### config.mk
export PLATFORM = sky130hd
export DESIGN_NAME = terminal_key_decoder_core
export DESIGN_NICKNAME = d
export VERILOG_FILES = /design/src/design/tkd_pkg.sv /design/src/design/tkd_step.sv /design/src/design/terminal_key_decoder_core.sv
export SDC_FILE = /design/constraint.sdc
export NUM_CORES = 1
export LEC_CHECK = 0
export BUFFER_PORTS_ARGS = -buffer_cell sky130_fd_sc_hd__buf_4
export CAP_MARGIN = 40
export CELL_PAD_IN_SITES_DETAIL_PLACEMENT = 0
export CELL_PAD_IN_SITES_GLOBAL_PLACEMENT = 1
export CORE_MARGIN = 4
export CORE_UTILIZATION = 28
export CTS_CLUSTER_DIAMETER = 50
export CTS_CLUSTER_SIZE = 8
export DETAILED_ROUTE_END_ITERATION = 8
export PLACE_DENSITY = 0.55
export SETUP_SLACK_MARGIN = 0.05
export SYNTH_ARGS = -nofsm -noshare
export SYNTH_HDL_FRONTEND = slang
export SYNTH_SLANG_ARGS = --single-unit
### constraint.sdc
create_clock -name clk -period 5.5 [get_ports clk]
set_input_delay 0.55 -clock clk [delete_from_list [all_inputs] [get_ports clk]]
set_output_delay 0.55 -clock clk [all_outputs]
set_load 0.02 [all_outputs]
### src/design/tkd_pkg.sv
// ----------------------------------------------------------------------------
// tkd_pkg
// Shared types and constants for the terminal key decoder: decoder state,
// mode codes, special byte values and editing key codes.
// ----------------------------------------------------------------------------
package tkd_pkg;

  localparam int unsigned KeyWidth   = 21;
  localparam int unsigned ParamWidth = 16;

  localparam logic [KeyWidth-1:0] CP_MAX = 21'h10FFFF;

  localparam logic [7:0] CH_ESC    = 8'd27;
  localparam logic [7:0] CH_DEL    = 8'd127;
  localparam logic [7:0] CH_LBRACK = 8'h5B;
  localparam logic [7:0] CH_TILDE  = 8'h7E;
  localparam logic [7:0] CH_SEMI   = 8'h3B;
  localparam logic [7:0] CH_ZERO   = 8'h30;
  localparam logic [7:0] CH_NINE   = 8'h39;
  localparam logic [7:0] CH_UP     = 8'h41;
  localparam logic [7:0] CH_DOWN   = 8'h42;
  localparam logic [7:0] CH_RIGHT  = 8'h43;
  localparam logic [7:0] CH_LEFT   = 8'h44;

  localparam logic [KeyWidth-1:0] KEY_HOME  = 21'h01;
  localparam logic [KeyWidth-1:0] KEY_LEFT  = 21'h02;
  localparam logic [KeyWidth-1:0] KEY_END   = 21'h05;
  localparam logic [KeyWidth-1:0] KEY_RIGHT = 21'h06;
  localparam logic [KeyWidth-1:0] KEY_BKSP  = 21'h08;
  localparam logic [KeyWidth-1:0] KEY_DOWN  = 21'h0E;
  localparam logic [KeyWidth-1:0] KEY_UP    = 21'h10;

  localparam logic [ParamWidth-1:0] PARAM_HOME  = 16'd1;
  localparam logic [ParamWidth-1:0] PARAM_DEL   = 16'd3;
  localparam logic [ParamWidth-1:0] PARAM_END   = 16'd4;
  localparam logic [ParamWidth-1:0] PARAM_PGUP  = 16'd5;
  localparam logic [ParamWidth-1:0] PARAM_PGDN  = 16'd6;
  localparam logic [ParamWidth-1:0] PARAM_MAX   = 16'hFFFF;

  typedef enum logic [1:0] {
    MODE_NORMAL = 2'd0,
    MODE_ESC    = 2'd1,
    MODE_CSI    = 2'd2
  } mode_t;

  typedef struct packed {
    mode_t                  mode;
    logic [ParamWidth-1:0]  first_param;
    logic [1:0]             param_count;
    logic [KeyWidth-1:0]    utf8_acc;
    logic [1:0]             utf8_remaining;
  } tkd_state_t;

endpackage

### src/design/tkd_step.sv
// ----------------------------------------------------------------------------
// tkd_step
// Combinational decode of one byte: next decoder state and an optional key.
// ----------------------------------------------------------------------------
module tkd_step
  import tkd_pkg::*;
(
  input  tkd_state_t           cur,
  input  logic [7:0]           rx_byte,
  output tkd_state_t           nxt,
  output logic                 got,
  output logic [KeyWidth-1:0]  code
);

  logic                       cont;
  logic [KeyWidth-1:0]        shifted;
  logic [1:0]                 rem_dec;
  logic [KeyWidth-1:0]        u_acc;
  logic [1:0]                 u_rem;
  logic                       u_got;
  logic [KeyWidth-1:0]        u_code;
  logic [ParamWidth+3:0]      param_sum;
  logic                       csi_got;
  logic [KeyWidth-1:0]        csi_code;

  assign cont      = (rx_byte[7:6] == 2'b10);
  assign shifted   = {cur.utf8_acc[KeyWidth-7:0], rx_byte[5:0]};
  assign rem_dec   = cur.utf8_remaining - 2'd1;
  assign param_sum = ({4'b0, cur.first_param} << 3) + ({4'b0, cur.first_param} << 1)
                   + {{(ParamWidth){1'b0}}, rx_byte[3:0]};

  always_comb begin
    u_acc  = '0;
    u_rem  = '0;
    u_got  = 1'b0;
    u_code = '0;
    if ((cur.utf8_remaining != 2'd0) && cont) begin
      if (rem_dec != 2'd0) begin
        u_acc = shifted;
        u_rem = rem_dec;
      end else if (shifted <= CP_MAX) begin
        u_got  = 1'b1;
        u_code = shifted;
      end
    end else begin
      if (cur.utf8_remaining == 2'd0) begin
        u_acc = cur.utf8_acc;
      end
      if (rx_byte[7] == 1'b0) begin
        u_got  = 1'b1;
        u_code = {{(KeyWidth-8){1'b0}}, rx_byte};
      end else if (rx_byte inside {[8'hC0:8'hDF]}) begin
        u_acc = {{(KeyWidth-5){1'b0}}, rx_byte[4:0]};
        u_rem = 2'd1;
      end else if (rx_byte inside {[8'hE0:8'hEF]}) begin
        u_acc = {{(KeyWidth-4){1'b0}}, rx_byte[3:0]};
        u_rem = 2'd2;
      end else if (rx_byte inside {[8'hF0:8'hF7]}) begin
        u_acc = {{(KeyWidth-3){1'b0}}, rx_byte[2:0]};
        u_rem = 2'd3;
      end
    end
  end

  // the final byte itself ends a parameter: exactly one parameter means none ended before it
  always_comb begin
    csi_got  = 1'b1;
    csi_code = '0;
    case (rx_byte)
      CH_UP:    csi_code = KEY_UP;
      CH_DOWN:  csi_code = KEY_DOWN;
      CH_RIGHT: csi_code = KEY_RIGHT;
      CH_LEFT:  csi_code = KEY_LEFT;
      CH_TILDE: begin
        if (cur.param_count != 2'd0) begin
          csi_got = 1'b0;
        end else begin
          case (cur.first_param)
            PARAM_HOME: csi_code = KEY_HOME;
            PARAM_DEL:  csi_code = KEY_BKSP;
            PARAM_END:  csi_code = KEY_END;
            PARAM_PGUP: csi_code = KEY_UP;
            PARAM_PGDN: csi_code = KEY_DOWN;
            default:    csi_got  = 1'b0;
          endcase
        end
      end
      default: csi_got = 1'b0;
    endcase
  end

  always_comb begin
    nxt  = cur;
    got  = 1'b0;
    code = '0;
    case (cur.mode)
      MODE_NORMAL: begin
        if (rx_byte == CH_ESC) begin
          nxt.mode = MODE_ESC;
        end else if (rx_byte == CH_DEL) begin
          got  = 1'b1;
          code = KEY_BKSP;
        end else begin
          nxt.utf8_acc       = u_acc;
          nxt.utf8_remaining = u_rem;
          got                = u_got;
          code               = u_code;
        end
      end
      MODE_ESC: begin
        if (rx_byte == CH_LBRACK) begin
          nxt.first_param = '0;
          nxt.param_count = '0;
          nxt.mode        = MODE_CSI;
        end else begin
          nxt.mode = MODE_NORMAL;
        end
      end
      MODE_CSI: begin
        if (rx_byte inside {[CH_ZERO:CH_NINE]}) begin
          if (cur.param_count == 2'd0) begin
            nxt.first_param = (param_sum > {4'b0, PARAM_MAX}) ? PARAM_MAX
                                                               : param_sum[ParamWidth-1:0];
          end
        end else begin
          if (cur.param_count != 2'd2) begin
            nxt.param_count = cur.param_count + 2'd1;
          end
          if (rx_byte != CH_SEMI) begin
            nxt.mode = MODE_NORMAL;
            got      = csi_got;
            code     = csi_code;
          end
        end
      end
      default: nxt.mode = MODE_NORMAL;
    endcase
  end

endmodule

### src/design/terminal_key_decoder_core.sv
// ----------------------------------------------------------------------------
// terminal_key_decoder_core
// Turns received terminal bytes into key codes: UTF-8 code points, and
// editing codes for DEL and for CSI cursor and editing sequences.
// ----------------------------------------------------------------------------
// Takes one byte per clock cycle while rx_stall is low, and gives at most one
// key code per byte. A byte lands in an input register, is decoded against the
// decoder state by the combinational step, and its key code, if any, is then
// registered in the result register together with key_valid. The rate is one
// byte per cycle while not stalled, set by the combinational decode step;
// rx_stall rises only while a key code waits under key_stall and a byte sits
// in the input register.
module terminal_key_decoder_core
  import tkd_pkg::*;
(
  input  logic                 clk,
  input  logic                 rst,
  input  logic                 rx_valid,
  output logic                 rx_stall,
  input  logic [7:0]           rx_byte,
  output logic                 key_valid,
  input  logic                 key_stall,
  output logic [KeyWidth-1:0]  key_code
);

  logic                 s1_valid;
  logic [7:0]           s1_byte;
  tkd_state_t           state;
  tkd_state_t           state_next;
  logic                 step_got;
  logic [KeyWidth-1:0]  step_code;
  logic                 out_free;
  logic                 s1_fire;

  tkd_step u_step (
    .cur     (state),
    .rx_byte (s1_byte),
    .nxt     (state_next),
    .got     (step_got),
    .code    (step_code)
  );

  assign out_free = !key_valid || !key_stall;
  assign s1_fire  = s1_valid && out_free;
  assign rx_stall = s1_valid && !out_free;

  always_ff @(posedge clk) begin
    if (rst) begin
      s1_valid <= 1'b0;
    end else if (!rx_stall) begin
      s1_valid <= rx_valid;
    end
    if (!rx_stall && rx_valid) begin
      s1_byte <= rx_byte;
    end
  end

  always_ff @(posedge clk) begin
    if (rst) begin
      state <= '0;
    end else if (s1_fire) begin
      state <= state_next;
    end
  end

  always_ff @(posedge clk) begin
    if (rst) begin
      key_valid <= 1'b0;
    end else if (out_free) begin
      key_valid <= s1_fire && step_got;
    end
    if (s1_fire && step_got) begin
      key_code <= step_code;
    end
  end

  a_stall_only_when_held: assert property (@(posedge clk) disable iff (rst)
    rx_stall |-> (s1_valid && key_valid && key_stall))
    else $error("input stalled without a held key code");

  a_key_follows_decode: assert property (@(posedge clk) disable iff (rst)
    (s1_fire && step_got) |=> (key_valid && (key_code == $past(step_code))))
    else $error("decoded key code not captured");

  a_code_in_range: assert property (@(posedge clk) disable iff (rst)
    key_valid |-> (key_code <= CP_MAX))
    else $error("key code beyond code point range");

  a_acc_clear_when_idle: assert property (@(posedge clk) disable iff (rst)
    (state.utf8_remaining == 2'd0) |-> (state.utf8_acc == '0))
    else $error("UTF-8 accumulator not cleared with nothing pending");

endmodule
Word level (Yosys, flattened, before mapping)

Cells that the tools add are included.

Flip-flop bits (word level): 74
Bits of input ports: 12

$add $sub $neg: 4
Order comparisons: 10
Equality and inequality tests: 25
Muxes and demuxes: 49
Bitwise logic cells: 2
Reduce and logical (&&, ||, !) cells: 27

Operators by type and width:

| kind                                                             | number |
|---|---|
| two-way mux 21 bit                                               | 15 |
| one-hot mux 21 bit (5 select lines)                              | 1 |
| == test 8 x 7 -> 1 bit (second input constant)                   | 7 |
| == test 16 x 3 -> 1 bit (second input constant)                  | 3 |
| two-way mux 16 bit                                               | 3 |
| one-hot mux 21 bit (2 select lines)                              | 1 |
| one-hot mux 18 bit (2 select lines)                              | 1 |
| one-hot mux 5 bit (5 select lines)                               | 1 |
| >= comparator 8 bit (second input constant)                      | 3 |
| less-or-equal comparator 8 bit (second input constant)           | 3 |
| two-way mux 2 bit                                                | 12 |
| less-or-equal comparator 21 bit (second input constant)          | 1 |
| adder 19 x 17 -> 20 bit                                          | 1 |
| adder 20 x 4 -> 20 bit                                           | 1 |
| greater-than comparator 20 x 16 -> 1 bit (second input constant) | 1 |
| two-way mux 18 bit                                               | 1 |
| == test 16 x 1 -> 1 bit (second input constant)                  | 1 |
| == test 16 x 2 -> 1 bit (second input constant)                  | 1 |
| inequality test 2 x 1 -> 1 bit (second input constant)           | 6 |
| two-way mux 1 bit                                                | 10 |
| AND reduction 5 bit                                              | 2 |
| logical AND 1 bit                                                | 9 |
| == test 8 x 5 -> 1 bit (second input constant)                   | 1 |
| >= comparator 8 x 6 -> 1 bit (second input constant)             | 1 |
| 18 further kinds                                                 | 31 |

Longest topological paths before layout

Depth after elaboration: 9
Depth in mapped cells: 11
Mapped depth without buffers: 10

Cells and area by module

Synthesis repeated with hierarchy kept, for this count alone.

Cell total of the unflattened synthesis: 616
Area total of the unflattened synthesis: 5780.5 sq um

Modules (own cells, without submodules):

| module                    | times used | cells each | area each (sq um) | seq. area each (sq um) |
|---|---|---|---|---|
| terminal_key_decoder_core | 1          | 227        | 2926.6            | 1771.7 |
| tkd_step                  | 1          | 389        | 2854.0            | 0.0 |

Worst setup path before layout

OpenSTA, ideal clock, no wires.

Path kind: register to register
From: register s1_byte[3]
To: register state[37] (netlist bit)
Setup time: 0.115 ns
Arrival time: 3.073 ns
Required time: 5.385 ns
Path slack: 2.312 ns
Cell stages (with the launch flop): 11
Path buffers: 1
Clock period less this slack: 3.188 ns
Cell sequence: edfxtp_1 -> fa_1 -> fa_1 -> a211oi_1 -> or3_4 -> o211ai_4 -> a2111oi_0 -> a211o_1 -> nand4b_4 -> buf_6 -> o21a_1

Longest elaborated chain between the ends: 6
Elaborated cells on any way between the ends: 13
Those cells by class: 1 x add/sub; 3 x order compare; 3 x eq/ne; 4 x mux; 2 x reduce/logical

RTL lines:

| item                                     | RTL line                        | text |
|---|---|---|
| start: declaration                       | terminal_key_decoder_core.sv:27 | `logic [7:0] s1_byte;` |
| start signal: assignment                 | terminal_key_decoder_core.sv:54 | `s1_byte <= rx_byte;` |
| adder 20 x 4 -> 20 bit                   | tkd_step.sv:30                  | `+ {{(ParamWidth){1'b0}}, rx_byte[3:0]};` |
| greater-than comparator 20 x 16 -> 1 bit | tkd_step.sv:122                 | `nxt.first_param = (param_sum > {4'b0, PARAM_MAX}) ? PARAM_MAX` |
| two-way mux 16 bit                       | tkd_step.sv:122                 |  |
| two-way mux 16 bit                       | tkd_step.sv:121                 | `if (cur.param_count == 2'd0) begin` |
| two-way mux 16 bit                       | tkd_step.sv:120                 | `if (rx_byte inside {[CH_ZERO:CH_NINE]}) begin` |
| one-hot mux 18 bit (2 select lines)      | tkd_step.sv:96                  | `case (cur.mode)` |
| end signal: assignment                   | terminal_key_decoder_core.sv:62 | `state <= state_next;` |
| end: declaration                         | terminal_key_decoder_core.sv:28 | `tkd_state_t state;` |

Several ways; a longest one is shown, not always the timed one. The select of a mux whose other input is x is not followed.
A chain may end at the register's enable or synchronous reset.

Final worst setup path

From: register s1_byte[3]
To: register state[27] (netlist bit)

The elaborated chain is that of the path after synthesis.

==> flow_summary.toml <==
[run_status]
outcome = "finished clean"

[floorplanning]
dieHeight_um = 130
core_area_um2 = 14600
ios = 35
rows = 44
dieArea_um2 = 16900
start_util_pct = 28.6
die_w_um = 130

[finish]
fin_cells = 656
utilization_pct = 33.9
antennaDiodeCount = 0
area_growth_pct = 18.5
fillCellCount = 1480
nets = 516
layout-drive-gt1-share_pct = 15.3

[logic_synthesis]
ys_ff_latch = 68
synth.most_common_cell = "nor2_1"
syn_area_um2 = 4170
yosysUniqueCellTypes = 71
async_flop_share_pct = 0
yosysWarnings = 0
netlist_top_cells_count = "nor2_1 (55), a21oi_1 (40), dfxtp_1 (39)"
synth_top_area_share_pct = 20.9
synth_edf_count = 29
yosys.area.top_type = "edfxtp_1"
synth_nets = 488
synth_area_leaders = "edfxtp_1 (21%), dfxtp_1 (19%), ha_1 (10%)"
avgSynthCellArea_um2 = 9.50
ys_seq_area_share_pct = 39.6
netlist_instances = 439
synth-main-ff-cell = "dfxtp_1"

[power]
power_switching_w = 0.000265
leakage_nw = 2.03
p_comb_share_pct = 4.7
pwr_density_cell_nw_per_um2 = 257
power_w = 0.00127
pwr-share-seq_pct = 43.1
clkPwrFrac_pct = 52.2
power.internal_w = 0.00101
switching_share_pct = 20.9
ir_worst_vdd_v = 0.000138

[placement]
gp_congestion = 0.790
place_hpwl_mm = 8.02
place_inst = 640
numPortBuffers = 34

[setup_path]
path_max_fanout = 16
cp_common_cell = "fa_1"
max_stage_delay_ps = 580
crit_path_start_kind = "flip-flop"
cp_data_arrival_time_ps = 3810
crit_type = "flip-flop to flip-flop"
cp_slowest_cell = "fa_1"
required_ps = 5720
end_kind = "flip-flop"
crit_chain = "fa_1 -> fa_1 -> a211oi_1 -> or3_4 -> o211ai_4 -> a2111oi_0 -> a211o_1 -> nand4b_4 -> o21a_1"

[sta]
finalClockSkew_ps = 7.82
rsz0062_at_grt = "no"
slew_violations = 0
post-route-min-period_ps = 3590
setup_tns_ps = 0
hold_viol_final = 0
worst_pin_slew_ps = 878
setup_viol = 0
finalCritPeriodShare_pct = 65.3
max_slew_margin_pct = 41.4
max_freq_mhz = 279

[flow_run]
max_cap_violations = 0

[drt]
num_vias = 3402
drt_iter0_drc = 277
ant_nets = 0
wirelength_mm = 10.6
drc = 0
vias_per_cell = 5.19
wl_per_cell_um = 16.2
detail_route.first_pass.iterations = 8

[clock_network]
h-tree-depth = 3
clkTransAtPathRegs_ps = 60
clockBufferDepth = 2
clock_sinks = 68
tritoncts = "built"
cts.hold.buffers_added = 0
cts_made_buffers = 9
clk_latency_ps = 330
cts_setup_buffers = 0
root_buffer = "clkbuf_16"
post_cts_resize_count = 0

[global_route]
antenna_found_initial = 0
grtUsageTotal_pct = 13.3
grt_overflow_total = 0
grt_pass1_wl_mm = 17.8
met3_usage_pct = 2.46
grt_max_degree = 40
busiest_layer = "met2"
grt_util_met2_pct = 21.5
use_met1_pct = 18.1
grt_pass1_vias = 3345

[min_path]
hp-class = "primary input to flip-flop"
## logic make-up (layout without fill, tap and decap cells)
family,after synthesis,in the layout,share of synthesized area [%]
buffers and inverters,28,61,2.91
flip-flops,68,68,39.6
XOR/XNOR,12,12,2.52
multiplexers,3,3,0.750
AND/OR/NAND/NOR,150,150,19.6
AO/OA/AOI/OAI,141,141,23.2
adder cells (fa/ha/maj),37,37,11.5
## routing by layer
| layer | up-vias | part of all wire, % |
|---|---|---|
| met5 | - | 0 |
| met4 | 0 | 1.1 |
| met3 | 8 | 3.7 |
| met2 | 60 | 47 |
| met1 | 1645 | 48 |
| li1 | 1689 | - |
## flip-flops by register name, summed over array words and instances, names as in the netlist
| register | flops |
|---|---|
| key_code | 21 |
| key_valid | 1 |
| s1_byte | 8 |
| s1_valid | 1 |
| state | 37 |
## placed cells by master (no fill, tap or decap), drive strengths merged, types with 3 or more instances in the layout
master / Yosys / routed
a211oi: 6 / 6
a21o: 8 / 8
a21oi: 40 / 40
a22oi: 15 / 15
a31oi: 5 / 5
and2: 19 / 19
and3: 6 / 6
and4: 5 / 5
buf: 8 / 36
bufinv: 0 / 3
clkbuf: 11 / 9
dfxtp: 39 / 39
edfxtp: 29 / 29
ha: 35 / 35
inv: 9 / 10
nand2: 22 / 22
nand2b: 3 / 3
nand3: 9 / 9
nor2: 57 / 57
nor2b: 8 / 8
nor3: 4 / 4
nor4: 3 / 3
o21a: 20 / 20
o21ai: 21 / 21
o21bai: 4 / 4
xnor2: 8 / 8
xor2: 4 / 4
## metrics by stage
stage / hold slack (ps) / cell area (µm²) / worst slack, ps
after detailed placement: 473 / 4590 / 1930
after floorplan: 454 / 4170 / 2310
after CTS: 382 / 4940 / 1920
after global placement: 472 / 4570 / 1990
after global routing: 385 / 4940 / 1640
final: 396 / 4940 / 1910
## power groups by stage
stage	Sequential, W	Combinational [W]	Clock, W
after floorplan	0.000559	0.0000332	0
after global placement	0.000559	0.0000595	0
after detailed placement	0.000559	0.0000606	0
after CTS	0.000548	0.0000607	0.000684
after global routing	0.000550	0.0000663	0.000708
final	0.000548	0.0000597	0.000663
## area by class of cell
| type | instances | area [µm²] | area share (%) |
|---|---|---|---|
| repair buffers | 36 | 278 | 5.62 |
| inverters | 9 | 33.8 | 0.683 |
| clock inverters | 7 | 124 | 2.51 |
| flip-flops and latches | 68 | 1650 | 33.4 |
| multi-input cells | 343 | 2400 | 48.6 |
| clock buffers | 9 | 225 | 4.56 |
| well taps | 184 | 230 | 4.66 |
## critical path: cells and delay by family, from the launching register on
kind / cells / cell delay, ps
AO/OA/AOI/OAI: 5 / 1370
adder cells (fa/ha/maj): 2 / 1080
flip-flops: 1 / 520
AND/OR/NAND/NOR: 2 / 500
## path summary, 6_finish.rpt
check	slack, ps	cells after the start	startpoint	endpoint
hold / removal	400	1	rx_byte[4]	s1_byte[4]
setup reg to reg	1910	9	s1_byte[3]	state[27]
setup / recovery	1910	9	s1_byte[3]	state[27]
hold reg to reg	480	2	state[1]	state[1]
Note: power is estimated with default switching activity, not from simulation.
